[src/sv/cts_pkg.sv]
// ----------------------------------------------------------------------------
// cts_pkg
// Shared types, codes and character helpers for the calculator token scanner.
// ----------------------------------------------------------------------------
package cts_pkg;

    // default accumulator width
    localparam int ACC_WIDTH_DEF = 31;
    // width of the reported integer value
    localparam int VALUE_W       = 31;
    // entries in the result queue
    localparam int FIFO_DEPTH    = 4;
    localparam int FIFO_AW       = $clog2(FIFO_DEPTH);
    // length of the keyword
    localparam logic [2:0] KW_LEN = 3'd5;

    // token kinds
    typedef enum logic [3:0] {
        KIND_EOF   = 4'd0,
        KIND_ERROR = 4'd1,
        KIND_PRINT = 4'd2,
        KIND_INT   = 4'd3,
        KIND_OPEN  = 4'd4,
        KIND_CLOSE = 4'd5,
        KIND_PLUS  = 4'd6,
        KIND_MINUS = 4'd7,
        KIND_MULT  = 4'd8,
        KIND_DIV   = 4'd9
    } kind_t;

    // error causes
    typedef enum logic [1:0] {
        CAUSE_NONE = 2'd0,
        CAUSE_WORD = 2'd1,
        CAUSE_CHAR = 2'd2
    } cause_t;

    // scanner state, one-hot
    typedef enum logic [2:0] {
        MODE_IDLE = 3'b001,
        MODE_NUM  = 3'b010,
        MODE_WORD = 3'b100
    } mode_t;

    // input op codes
    localparam logic OP_CHAR = 1'b0;
    localparam logic OP_EOF  = 1'b1;

    // character codes
    localparam logic [7:0] CH_SPACE = 8'h20;
    localparam logic [7:0] CH_TAB   = 8'h09;
    localparam logic [7:0] CH_CR    = 8'h0D;
    localparam logic [7:0] CH_ZERO  = 8'h30;
    localparam logic [7:0] CH_NINE  = 8'h39;
    localparam logic [7:0] CH_LC_A  = 8'h61;
    localparam logic [7:0] CH_LC_Z  = 8'h7A;
    localparam logic [7:0] CH_UC_A  = 8'h41;
    localparam logic [7:0] CH_UC_Z  = 8'h5A;
    localparam logic [7:0] CH_OPEN  = 8'h28;
    localparam logic [7:0] CH_CLOSE = 8'h29;
    localparam logic [7:0] CH_PLUS  = 8'h2B;
    localparam logic [7:0] CH_MINUS = 8'h2D;
    localparam logic [7:0] CH_STAR  = 8'h2A;
    localparam logic [7:0] CH_SLASH = 8'h2F;

    // one result item
    typedef struct packed {
        kind_t              kind;
        logic [VALUE_W-1:0] value;
        cause_t             cause;
        logic               last;
    } token_t;

    // results produced by one input item
    typedef struct packed {
        logic [1:0] count;
        token_t     first;
        token_t     second;
    } scan_out_t;

    function automatic token_t make_tok(kind_t kind, logic [VALUE_W-1:0] value,
                                        cause_t cause);
        token_t t;
        t.kind  = kind;
        t.value = value;
        t.cause = cause;
        t.last  = 1'b0;
        return t;
    endfunction

    function automatic logic is_ws(logic [7:0] c);
        return (c == CH_SPACE) || ((c >= CH_TAB) && (c <= CH_CR));
    endfunction

    function automatic logic is_digit(logic [7:0] c);
        return (c >= CH_ZERO) && (c <= CH_NINE);
    endfunction

    function automatic logic is_alpha(logic [7:0] c);
        return ((c >= CH_LC_A) && (c <= CH_LC_Z)) || ((c >= CH_UC_A) && (c <= CH_UC_Z));
    endfunction

    // keyword characters of "print"
    function automatic logic [7:0] kw_char(logic [2:0] pos);
        logic [7:0] c;
        case (pos)
            3'd0:    c = 8'h70;
            3'd1:    c = 8'h72;
            3'd2:    c = 8'h69;
            3'd3:    c = 8'h6E;
            3'd4:    c = 8'h74;
            default: c = 8'h00;
        endcase
        return c;
    endfunction

    // symbol token for a byte seen while idle, error when not a symbol
    function automatic kind_t sym_kind(logic [7:0] c);
        kind_t k;
        unique case (c)
            CH_OPEN:  k = KIND_OPEN;
            CH_CLOSE: k = KIND_CLOSE;
            CH_PLUS:  k = KIND_PLUS;
            CH_MINUS: k = KIND_MINUS;
            CH_STAR:  k = KIND_MULT;
            CH_SLASH: k = KIND_DIV;
            default:  k = KIND_ERROR;
        endcase
        return k;
    endfunction

endpackage

[src/sv/cts_scan_core.sv]
// ----------------------------------------------------------------------------
// cts_scan_core
// Scanner state and per-byte decode: up to two tokens for each accepted item.
// ----------------------------------------------------------------------------
module cts_scan_core #(
    parameter int ACC_WIDTH = cts_pkg::ACC_WIDTH_DEF
) (
    input  logic                clk,
    input  logic                rst_n,
    input  logic                fire,
    input  logic                op,
    input  logic [7:0]          ch,
    output cts_pkg::scan_out_t  result
);

    cts_pkg::mode_t              mode_reg, mode_next;
    logic [ACC_WIDTH-1:0]        acc_reg, acc_next;
    logic [2:0]                  pos_reg, pos_next;
    logic                        miss_reg, miss_next;

    logic [ACC_WIDTH+3:0]        acc_prod;
    logic                        acc_sat;
    logic [cts_pkg::VALUE_W-1:0] int_val;
    logic                        c_ws, c_digit, c_alpha;
    logic                        has_flush, has_second, run_idle;
    cts_pkg::token_t             pend_tok, second_tok;
    cts_pkg::kind_t              sym;

    // character classes
    assign c_ws    = cts_pkg::is_ws(ch);
    assign c_digit = cts_pkg::is_digit(ch);
    assign c_alpha = cts_pkg::is_alpha(ch);
    assign sym     = cts_pkg::sym_kind(ch);

    // acc * 10 + digit, saturating at the accumulator maximum
    assign acc_prod = ({4'b0000, acc_reg} << 3) + ({4'b0000, acc_reg} << 1)
                    + {{ACC_WIDTH{1'b0}}, ch[3:0]};
    assign acc_sat  = |acc_prod[ACC_WIDTH+3:ACC_WIDTH];

    // reported value clamps at the output field maximum
    generate
        if (ACC_WIDTH > cts_pkg::VALUE_W) begin : g_clamp
            assign int_val = (|acc_reg[ACC_WIDTH-1:cts_pkg::VALUE_W]) ? '1
                           : acc_reg[cts_pkg::VALUE_W-1:0];
        end else if (ACC_WIDTH == cts_pkg::VALUE_W) begin : g_same
            assign int_val = acc_reg;
        end else begin : g_extend
            assign int_val = {{(cts_pkg::VALUE_W-ACC_WIDTH){1'b0}}, acc_reg};
        end
    endgenerate

    // token for the number or word in progress
    always_comb
    begin
        if (mode_reg == cts_pkg::MODE_NUM)
        begin
            pend_tok = cts_pkg::make_tok(cts_pkg::KIND_INT, int_val, cts_pkg::CAUSE_NONE);
        end
        else if (!miss_reg && (pos_reg == cts_pkg::KW_LEN))
        begin
            pend_tok = cts_pkg::make_tok(cts_pkg::KIND_PRINT, '0, cts_pkg::CAUSE_NONE);
        end
        else
        begin
            pend_tok = cts_pkg::make_tok(cts_pkg::KIND_ERROR, '0, cts_pkg::CAUSE_WORD);
        end
    end

    // next state and result tokens
    always_comb
    begin
        mode_next  = mode_reg;
        acc_next   = acc_reg;
        pos_next   = pos_reg;
        miss_next  = miss_reg;
        has_flush  = 1'b0;
        has_second = 1'b0;
        run_idle   = 1'b0;
        second_tok = cts_pkg::make_tok(cts_pkg::KIND_EOF, '0, cts_pkg::CAUSE_NONE);

        unique case (mode_reg)
            cts_pkg::MODE_NUM:
            begin
                if (op == cts_pkg::OP_EOF)
                begin
                    has_flush = 1'b1;
                end
                else if (c_digit)
                begin
                    acc_next = acc_sat ? '1 : acc_prod[ACC_WIDTH-1:0];
                end
                else
                begin
                    has_flush = 1'b1;
                    run_idle  = 1'b1;
                end
            end
            cts_pkg::MODE_WORD:
            begin
                if ((op == cts_pkg::OP_EOF) || c_ws)
                begin
                    has_flush = 1'b1;
                end
                else if (!miss_reg && (pos_reg < cts_pkg::KW_LEN)
                         && (ch == cts_pkg::kw_char(pos_reg)))
                begin
                    pos_next = pos_reg + 3'd1;
                end
                else
                begin
                    miss_next = 1'b1;
                end
            end
            default:
            begin
                run_idle = (op == cts_pkg::OP_CHAR);
            end
        endcase

        // a flushed token or end of input returns to idle
        if (has_flush || (op == cts_pkg::OP_EOF))
        begin
            mode_next = cts_pkg::MODE_IDLE;
            acc_next  = '0;
            pos_next  = '0;
            miss_next = 1'b0;
        end

        if (op == cts_pkg::OP_EOF)
        begin
            has_second = 1'b1;
        end

        // byte seen while idle
        if (run_idle && !c_ws)
        begin
            if (c_digit)
            begin
                mode_next = cts_pkg::MODE_NUM;
                acc_next  = {{(ACC_WIDTH-4){1'b0}}, ch[3:0]};
            end
            else if (c_alpha)
            begin
                mode_next = cts_pkg::MODE_WORD;
                if (ch == cts_pkg::kw_char(3'd0))
                begin
                    pos_next  = 3'd1;
                    miss_next = 1'b0;
                end
                else
                begin
                    pos_next  = 3'd0;
                    miss_next = 1'b1;
                end
            end
            else
            begin
                has_second = 1'b1;
                second_tok = cts_pkg::make_tok(sym, '0,
                    (sym == cts_pkg::KIND_ERROR) ? cts_pkg::CAUSE_CHAR : cts_pkg::CAUSE_NONE);
            end
        end
    end

    // pack the results in order, last flag on the final one
    always_comb
    begin
        result = '0;
        if (fire)
        begin
            result.count = {1'b0, has_flush} + {1'b0, has_second};
            if (has_flush)
            begin
                result.first       = pend_tok;
                result.first.last  = !has_second;
                result.second      = second_tok;
                result.second.last = 1'b1;
            end
            else
            begin
                result.first       = second_tok;
                result.first.last  = 1'b1;
            end
        end
    end

    // scanner state
    always_ff @(posedge clk or negedge rst_n)
    begin
        if (!rst_n)
        begin
            mode_reg <= cts_pkg::MODE_IDLE;
            acc_reg  <= '0;
            pos_reg  <= '0;
            miss_reg <= 1'b0;
        end
        else if (fire)
        begin
            mode_reg <= mode_next;
            acc_reg  <= acc_next;
            pos_reg  <= pos_next;
            miss_reg <= miss_next;
        end
    end

endmodule

[src/sv/cts_result_fifo.sv]
// ----------------------------------------------------------------------------
// cts_result_fifo
// Result queue: up to two tokens in a cycle, one out a cycle on out_ready.
// ----------------------------------------------------------------------------
module cts_result_fifo (
    input  logic                clk,
    input  logic                rst_n,
    input  cts_pkg::scan_out_t  push,
    output logic                has_room,
    output logic                out_valid,
    input  logic                out_ready,
    output cts_pkg::token_t     out_tok
);

    localparam int AW = cts_pkg::FIFO_AW;

    cts_pkg::token_t mem_reg [cts_pkg::FIFO_DEPTH];
    logic [AW-1:0]   wr_ptr_reg, wr_ptr_next;
    logic [AW-1:0]   rd_ptr_reg, rd_ptr_next;
    logic [AW:0]     count_reg, count_next;
    logic            pop;

    assign pop       = out_valid && out_ready;
    assign out_valid = (count_reg != '0);
    assign out_tok   = mem_reg[rd_ptr_reg];
    // room for two more tokens, independent of the output side
    assign has_room  = (count_reg <= (AW+1)'(cts_pkg::FIFO_DEPTH - 2));

    // pointer and fill updates
    always_comb
    begin
        wr_ptr_next = wr_ptr_reg + AW'(push.count);
        rd_ptr_next = rd_ptr_reg + AW'(pop);
        count_next  = count_reg + (AW+1)'(push.count) - (AW+1)'(pop);
    end

    always_ff @(posedge clk or negedge rst_n)
    begin
        if (!rst_n)
        begin
            wr_ptr_reg <= '0;
            rd_ptr_reg <= '0;
            count_reg  <= '0;
        end
        else
        begin
            wr_ptr_reg <= wr_ptr_next;
            rd_ptr_reg <= rd_ptr_next;
            count_reg  <= count_next;
        end
    end

    // token storage
    always_ff @(posedge clk)
    begin
        if (push.count != 2'd0)
        begin
            mem_reg[wr_ptr_reg] <= push.first;
        end
        if (push.count == 2'd2)
        begin
            mem_reg[wr_ptr_reg + AW'(1)] <= push.second;
        end
    end

endmodule

[src/sv/calculator_token_scanner.sv]
// ----------------------------------------------------------------------------
// calculator_token_scanner
// Scans calculator source bytes into tokens: integers, print, symbols, errors.
// ----------------------------------------------------------------------------
//  channel  | dir | tdata              | tuser          | tlast
//  s_*      | in  | ch[7:0]            | op[0]          | -
//  m_*      | out | int_value, cause   | token_kind     | last result of item
//
// One input item is taken per cycle while the result queue has room for two
// tokens; each item yields zero, one or two tokens, written into the queue.
// A number ended by a symbol, or end of input after a pending token, gives two
// tokens, which drain one per cycle from a four-entry queue while m_tready is high.
// Reset (rst_n low, asynchronous) returns the scanner to idle and empties the
// queue. A stall on m_tready drops s_tready once more than two tokens are queued.
// ----------------------------------------------------------------------------
module calculator_token_scanner #(
    parameter int ACC_WIDTH = cts_pkg::ACC_WIDTH_DEF
) (
    input  logic        clk,
    input  logic        rst_n,
    input  logic        s_tvalid,
    output logic        s_tready,
    input  logic [7:0]  s_tdata,   // [7:0] ch
    input  logic [0:0]  s_tuser,   // [0] op
    output logic        m_tvalid,
    input  logic        m_tready,
    output logic [39:0] m_tdata,   // [30:0] int_value, [32:31] error_cause, rest zero
    output logic [3:0]  m_tuser,   // [3:0] token_kind
    output logic        m_tlast
);

    logic               s_fire;
    cts_pkg::scan_out_t scan;
    cts_pkg::token_t    tok;

    assign s_fire = s_tvalid && s_tready;

    // scanner
    cts_scan_core #(
        .ACC_WIDTH (ACC_WIDTH)
    ) u_core (
        .clk    (clk),
        .rst_n  (rst_n),
        .fire   (s_fire),
        .op     (s_tuser[0]),
        .ch     (s_tdata),
        .result (scan)
    );

    // result queue
    cts_result_fifo u_fifo (
        .clk       (clk),
        .rst_n     (rst_n),
        .push      (scan),
        .has_room  (s_tready),
        .out_valid (m_tvalid),
        .out_ready (m_tready),
        .out_tok   (tok)
    );

    // output packing
    assign m_tdata = {7'b0000000, tok.cause, tok.value};
    assign m_tuser = tok.kind;
    assign m_tlast = tok.last;

`ifndef NO_ASSERTIONS
    // end of input always yields at least the eof token
    assert property (@(posedge clk) disable iff (!rst_n)
        (s_fire && (s_tuser[0] == cts_pkg::OP_EOF)) |-> (scan.count != 2'd0))
        else $error("end of input produced no token");

    // with two tokens only the second carries the last flag
    assert property (@(posedge clk) disable iff (!rst_n)
        (scan.count == 2'd2) |-> (!scan.first.last && scan.second.last))
        else $error("last flag misplaced on a token pair");

    // tokens only come from accepted items
    assert property (@(posedge clk) disable iff (!rst_n)
        !s_fire |-> (scan.count == 2'd0))
        else $error("token produced without an accepted item");
`endif

endmodule

[config.mk]
export PLATFORM = sky130hd
export DESIGN_NAME = calculator_token_scanner
export DESIGN_NICKNAME = d
export VERILOG_FILES = /design/src/sv/cts_pkg.sv /design/src/sv/cts_scan_core.sv /design/src/sv/cts_result_fifo.sv /design/src/sv/calculator_token_scanner.sv
export SDC_FILE = /design/constraint.sdc
export NUM_CORES = 1
export LEC_CHECK = 0
export BUFFER_PORTS_ARGS = -buffer_cell sky130_fd_sc_hd__buf_2
export CAP_MARGIN = 20
export CELL_PAD_IN_SITES_DETAIL_PLACEMENT = 0
export CELL_PAD_IN_SITES_GLOBAL_PLACEMENT = 1
export CORE_MARGIN = 4
export CORE_UTILIZATION = 50
export CTS_CLUSTER_SIZE = 28
export DETAILED_ROUTE_END_ITERATION = 12
export GPL_TIMING_DRIVEN = 1
export PLACE_DENSITY_LB_ADDON = 0.1
export SKIP_LAST_GASP = 1
export SYNTH_ARGS = -nofsm -noshare
export SYNTH_HDL_FRONTEND = slang
export SYNTH_SLANG_ARGS = --single-unit
[constraint.sdc]
create_clock -name clk -period 5.45 [get_ports clk]
set_input_delay 0.8175 -clock clk [delete_from_list [all_inputs] [get_ports clk]]
set_output_delay 0.8175 -clock clk [all_outputs]
set_load 0.02 [all_outputs]
Word-level counts from Yosys, hierarchy flattened
Memory sizes are Yosys's and may differ from the RTL's.
Index checks and enable logic that the tools add are counted.
Storage, ports and cells
  output and inout port bits: 47
  memories: 1
  input port bits: 13
  logic and storage cells: 121
  bits in writable memories: 152
  flip-flop bits (word level): 45
Operators by class
  $add $sub $neg: 9
  eq/ne operators: 18
  reduce and logical (&&, ||, !) cells: 21
  muxes and demuxes: 54
  bitwise gates (word level): 1
  order comparisons: 10
Memories
  u_fifo.mem_reg: words 4, width 38, read ports 1, clocked after Yosys merged registers in 0, wr ports 2, line cts_result_fifo.sv:17  | cts_pkg::token_t mem_reg [cts_pkg::FIFO_DEPTH];
Operators with widths (number)
  two-way mux 38 bit: 6
  two-way mux 31 bit: 7
  two-way mux 78 bit: 1
  equality test 8 x 6 -> 1 bit (second input constant): 7
  two-way mux 36 bit: 1
  adder 34 x 32 -> 35 bit: 1
  adder 35 x 4 -> 35 bit: 1
  one-hot mux 7 bit (5 select lines): 1
  two-way mux 3 bit: 11
  one-hot mux 4 bit (6 select lines): 1
  two-way mux 1 bit: 21
  greater-or-equal comparator 8 x 7 -> 1 bit (second input constant): 2
  <= comparator 8 x 7 -> 1 bit (second input constant): 2
  two-way mux 8 bit: 2
  logical AND 1 bit: 10
  equality test 3 x 2 -> 1 bit (second input constant): 3
  equality test 3 bit (second input constant): 3
  equality test 8 x 7 -> 1 bit (second input constant): 1
  equality test 8 bit: 1
  greater-or-equal comparator 8 x 4 -> 1 bit (second input constant): 1
  greater-or-equal comparator 8 x 6 -> 1 bit (second input constant): 1
  <= comparator 8 x 4 -> 1 bit (second input constant): 1
  <= comparator 8 x 6 -> 1 bit (second input constant): 1
  equality test 4 x 1 -> 1 bit (second input constant): 1
  20 further kinds: 26

Longest topological paths before layout
  word-level depth: 15
  mapped depth: 16
  gate-level depth less buffers: 14

Hierarchy
Synthesis repeated with hierarchy kept, for this count alone.
Unflattened totals
  cells, all modules: 1044
  area total of the unflattened synthesis: 13032.5 um2
By module, submodules not included
  cts_result_fifo: area an instance 7873.8 um2, cells an instance 407, times used 1, seq. area each 4739.5 um2
  cts_scan_core: area an instance 5096.1 um2, cells an instance 628, times used 1, seq. area each 952.2 um2
  calculator_token_scanner: area an instance 62.6 um2, cells an instance 9, times used 1, seq. area each 0.0 um2

Worst setup path before layout
Ideal clock, no wire load.
  path kind: input port to flip-flop
  start point: in s_tdata[3]
  end point: mem u_fifo.mem_reg[3][0] in the netlist's numbering, enable pin
  buffers on the path: 4
  cell stages on the path: 16
  data arrival time: 4.007 ns
  setup time: 0.315 ns
  slack: 1.128 ns
  required time: 5.135 ns
  cells stage by stage: clkbuf_1 -> or4b_1 -> a21oi_1 -> o21a_1 -> or2_2 -> clkbuf_1 -> nor4_1 -> or2_2 -> ha_1 -> nor2_1 -> nor2_1 -> nand3_1 -> and2_1 -> clkbuf_1 -> clkbuf_1 -> inv_1
RTL lines
  start, declared: line calculator_token_scanner.sv:23  | input logic [7:0] s_tdata,
  end, declared: line cts_result_fifo.sv:17

Final worst setup path
  start point: reg u_core.acc_reg[0]
  end point: reg u_core.acc_reg[18]
Between the ends
  word-level cells in the longest chain between the ends: 10
RTL lines
  start, declared: line cts_scan_core.sv:17  | logic [ACC_WIDTH-1:0] acc_reg, acc_next;
  start signal, assigned: line cts_scan_core.sv:200  | acc_reg <= acc_next;
  adder 34 x 32 -> 35 bit (*): line cts_scan_core.sv:36  | assign acc_prod = ({4'b0000, acc_reg} << 3) + ({4'b0000, acc_reg} << 1)
  adder 35 x 4 -> 35 bit (*): line cts_scan_core.sv:37  | + {{ACC_WIDTH{1'b0}}, ch[3:0]};
  OR reduction 4 bit: line cts_scan_core.sv:38  | assign acc_sat = |acc_prod[ACC_WIDTH+3:ACC_WIDTH];
  two-way mux 31 bit (*): line cts_scan_core.sv:90  | acc_next = acc_sat ? '1 : acc_prod[ACC_WIDTH-1:0];
  two-way mux 31 bit (*): line cts_scan_core.sv:88  | else if (c_digit)
  two-way mux 31 bit (*): line cts_scan_core.sv:84  | if (op == cts_pkg::OP_EOF)
  two-way mux 31 bit (*): line cts_scan_core.sv:81  | unique case (mode_reg)
  two-way mux 31 bit (*): line cts_scan_core.sv:121  | if (has_flush || (op == cts_pkg::OP_EOF))
  two-way mux 31 bit: line cts_scan_core.sv:137  | if (c_digit)
  two-way mux 31 bit (*): line cts_scan_core.sv:135  | if (run_idle && !c_ws)
Mark *: on every way between the ends. The rest lies on a longest branch, timed or not.
A chain may end at the register's enable or synchronous reset.

==> impl_metrics.tcl <==
set metrics [dict create \
    antenna_cells 0 \
    rrSetupSlack_ps 1170 \
    gr-total-overflow 0 \
    max_stage_delay_ps 620 \
    critPathTopFamily "compound AO/OA/AOI/OAI gates" \
    path_cells "fa_1 > fa_1 > a211oi_1 > o21ai_1 > a211oi_1 > o41ai_2 > a211o_4 > o31ai_4 > xnor2_1 > nor3_4 > buf_4 > a311oi_1" \
    setup_viol 0 \
    io_buffers 52 \
    hold_viol 0 \
    r2r_cells 12 \
    antenna_found_initial 0 \
    post_drt_wl_per_cell_um 20.53 \
    grt_pass1_wl_um 42840 \
    nNetsFinal 1084 \
    cts.repair.resized 0 \
    cts.hold.buffers_added 0 \
    num_vias 8214 \
    place_ws_ps 752.2 \
    pin_count 60 \
    critPathKind "flop to flop" \
    fin_ws_ps 1174 \
    synth_area_mm2 0.01064 \
    power_density_mw_per_mm2 313.1 \
    layout-drive-gt1-share_pct 16.37 \
    min_period_ps 4276 \
    worstPathArrival_ps 4600 \
    rows 53 \
    synthFlopType "dfxtp_1" \
    grt_pass1_vias 7878 \
    async_flop_share_pct 22.84 \
    numCtsBuffers 17 \
    rr_endpoint "u_core.acc_reg[18]$_DFFE_PN0P_" \
    dp_hpwl_um 17690 \
    die_w_um 153.9 \
    routed_via_density 6.402 \
    ys_ff_latch 197 \
    cap_viol_max_count 0 \
    synth-edff-count 24 \
    synth_cell_type_count 68 \
    postCtsSetupBuffers 0 \
    r2r-start "u_core.acc_reg[0]$_DFFE_PN0P_" \
    rsz0062_at_grt "no" \
    synth_cells 984 \
    clock-sinks 197 \
    yosysSeqAreaShare_pct 41.46 \
    fin_cells 1283 \
    cts_tree "built" \
    drt_iter0_markers 662 \
    dp_cells 1248 \
    drc 0 \
    slew_headroom_pct 31.23 \
    netlist_top_cells_area "dfxtp_1, a32o_1, dfrtp_1, ha_1, mux4_2" \
    drv_slew 0 \
    fin_crit_sh_pct 78.45 \
    largest_register_ffs 152 \
    cts-htree-levels 4 \
    totalWireLength_um 26340 \
    ant_nets 0 \
    grt.total_usage_pct 22.32 \
    syn_area_per_cell_um2 10.81 \
    timing.hold.ws_ps 243.3 \
    worst_pin_slew_ps 1032 \
    yosysWarnings 0 \
    hp-class "input port to asynchronous set/reset pin" \
    worstPathMaxFanout 13 \
    path_clk_slew_ps 80 \
    cts_root_buffer "clkbuf_16" \
    crit_buf_inv 1 \
    clk_latency_ps 430 \
    synth_top_area_share_pct 24.09 \
    max-vdd-ir-drop_mv 0.2513 \
    clock_skew_ps 14.48 \
    power.leakage_nw 4.670 \
    fmax_mhz 233.9 \
    fin_util_pct 55.85 \
    drtPass1Iterations 5 \
    syn_to_final_growth_pct 10.01 \
    critPathLaunchType "flop" \
    slowest_stage "dfrtp_1" \
    core_mm2 0.02096 \
    end_kind "flop" \
    yosys.area.top_type "dfxtp_1" \
    clock_path_buffers 2 \
    die_h_um 153.9 \
    fin_tns_setup_ps 0 \
    start_util_pct 50.76 \
    dieArea_mm2 0.02367 \
    grt_max_degree 86 \
    place_congestion 0.8016 \
    status "finished, final reports clean" \
    required_ps 5780 \
]
## logic make-up (layout without fill, tap and decap cells)
family / after synthesis / in the layout / share of synthesized area (%)
buf+inv: 104 / 122 / 4.258
simple gates: 209 / 209 / 9.457
fa+ha+maj: 76 / 76 / 9.151
other cells: 1 / 7 / 0.03525
flops: 197 / 197 / 41.46
mux: 40 / 40 / 8.245
xor+xnor: 38 / 38 / 3.129
compound gates: 319 / 319 / 24.27
## layout by cell type (no fill, tap or decap), types with 16 or more instances in the layout
| cell type | netlist | final |
|---|---|---|
| a21oi_1 | 45 | 45 |
| a311oi_1 | 27 | 27 |
| a32o_1 | 125 | 125 |
| buf_2 | 11 | 52 |
| clkbuf_16 | 0 | 17 |
| dfrtp_1 | 44 | 42 |
| dfxtp_1 | 128 | 128 |
| edfxtp_1 | 24 | 24 |
| ha_1 | 73 | 73 |
| inv_1 | 20 | 20 |
| mux4_2 | 38 | 38 |
| nand2_1 | 36 | 36 |
| nand3_1 | 18 | 18 |
| nor2_1 | 81 | 75 |
| o21ai_0 | 31 | 31 |
| xnor2_1 | 16 | 16 |
| xor2_1 | 22 | 22 |
## cells in the mapped netlist (all sizes together) (5+ instances only)
cell / number
nand2: 36
clkbuf: 60
and2: 9
dfxtp: 128
nand4: 6
o21a: 6
a311oi: 27
o31ai: 5
xnor2: 16
nor3: 11
inv: 20
dfrtp: 44
a211oi: 8
edfxtp: 24
xor2: 22
nand2b: 7
o21ai: 33
a31oi: 12
o22ai: 13
nor2b: 6
and3: 7
nand3: 18
a32o: 125
ha: 73
mux4: 38
a21oi: 45
o211ai: 6
nor2: 82
a21o: 15
buf: 24
or2: 6
nor4: 9
## where the power goes
part | leakage (nW) | internal (W) | total [W] | switching [W]
Clock | 0.297 | 0.000629 | 0.00127 | 0.000641
Sequential | 1.86 | 0.00154 | 0.00172 | 0.000183
Combinational | 2.51 | 0.000302 | 0.000674 | 0.000372
Total | 4.67 | 0.00247 | 0.00366 | 0.00120
## worst reg2reg max path, cell delays in order, from the launching register on
cell	delay, ps
dfrtp_1	620
fa_1	540
fa_1	490
a211oi_1	260
o21ai_1	170
a211oi_1	420
o41ai_2	200
a211o_4	390
o31ai_4	240
xnor2_1	300
nor3_4	80
buf_4	210
a311oi_1	260
## worst max-delay path by stage
stage / slack [ps] / cells after the start / endpoint / startpoint
4_1_cts: 1140 / 12 / u_core.acc_reg[18]$_DFFE_PN0P_ / u_core.acc_reg[0]$_DFFE_PN0P_
3_5_place_dp: 750 / 13 / u_core.acc_reg[18]$_DFFE_PN0P_ / s_tdata[3]
6_report: 1170 / 12 / u_core.acc_reg[18]$_DFFE_PN0P_ / u_core.acc_reg[0]$_DFFE_PN0P_
2_1_floorplan: 1130 / 16 / u_fifo.mem_reg[3][0]$_DFFE_PP_ / s_tdata[3]
5_1_grt: 830 / 12 / u_core.acc_reg[6]$_DFFE_PN0P_ / u_core.acc_reg[2]$_DFFE_PN0P_
3_3_place_gp: 880 / 13 / u_core.acc_reg[17]$_DFFE_PN0P_ / s_tdata[3]
## metrics by stage
step / total power [W] / cell area [µm²]
final: 0.003664 / 11700
after global routing: 0.003851 / 11700
after CTS: 0.003701 / 11640
after detailed placement: 0.002440 / 11030
after global placement: 0.002435 / 11030
after floorplan: 0.002225 / 10660
## per-layer routing
metal  share of wire [%]  global-route usage (%)  up-vias
li1                    -                       -     3910
met1                  48                   33.01     4110
met2                  47                   35.95      181
met3                 4.7                   2.477       13
met4                0.69                   4.289        0
met5                   0                       0        -
## final cells by class
type / instances / area, µm²
fill: 1860 / 9253
multi-input combinational: 689 / 5822
sequential: 197 / 4413
timing repair buffer: 70 / 435.4
clock buffer: 17 / 425.4
tap: 275 / 344.1
clock inverter: 15 / 187.7
inverter: 20 / 75.07
Note: power is estimated with default switching activity, not from simulation.
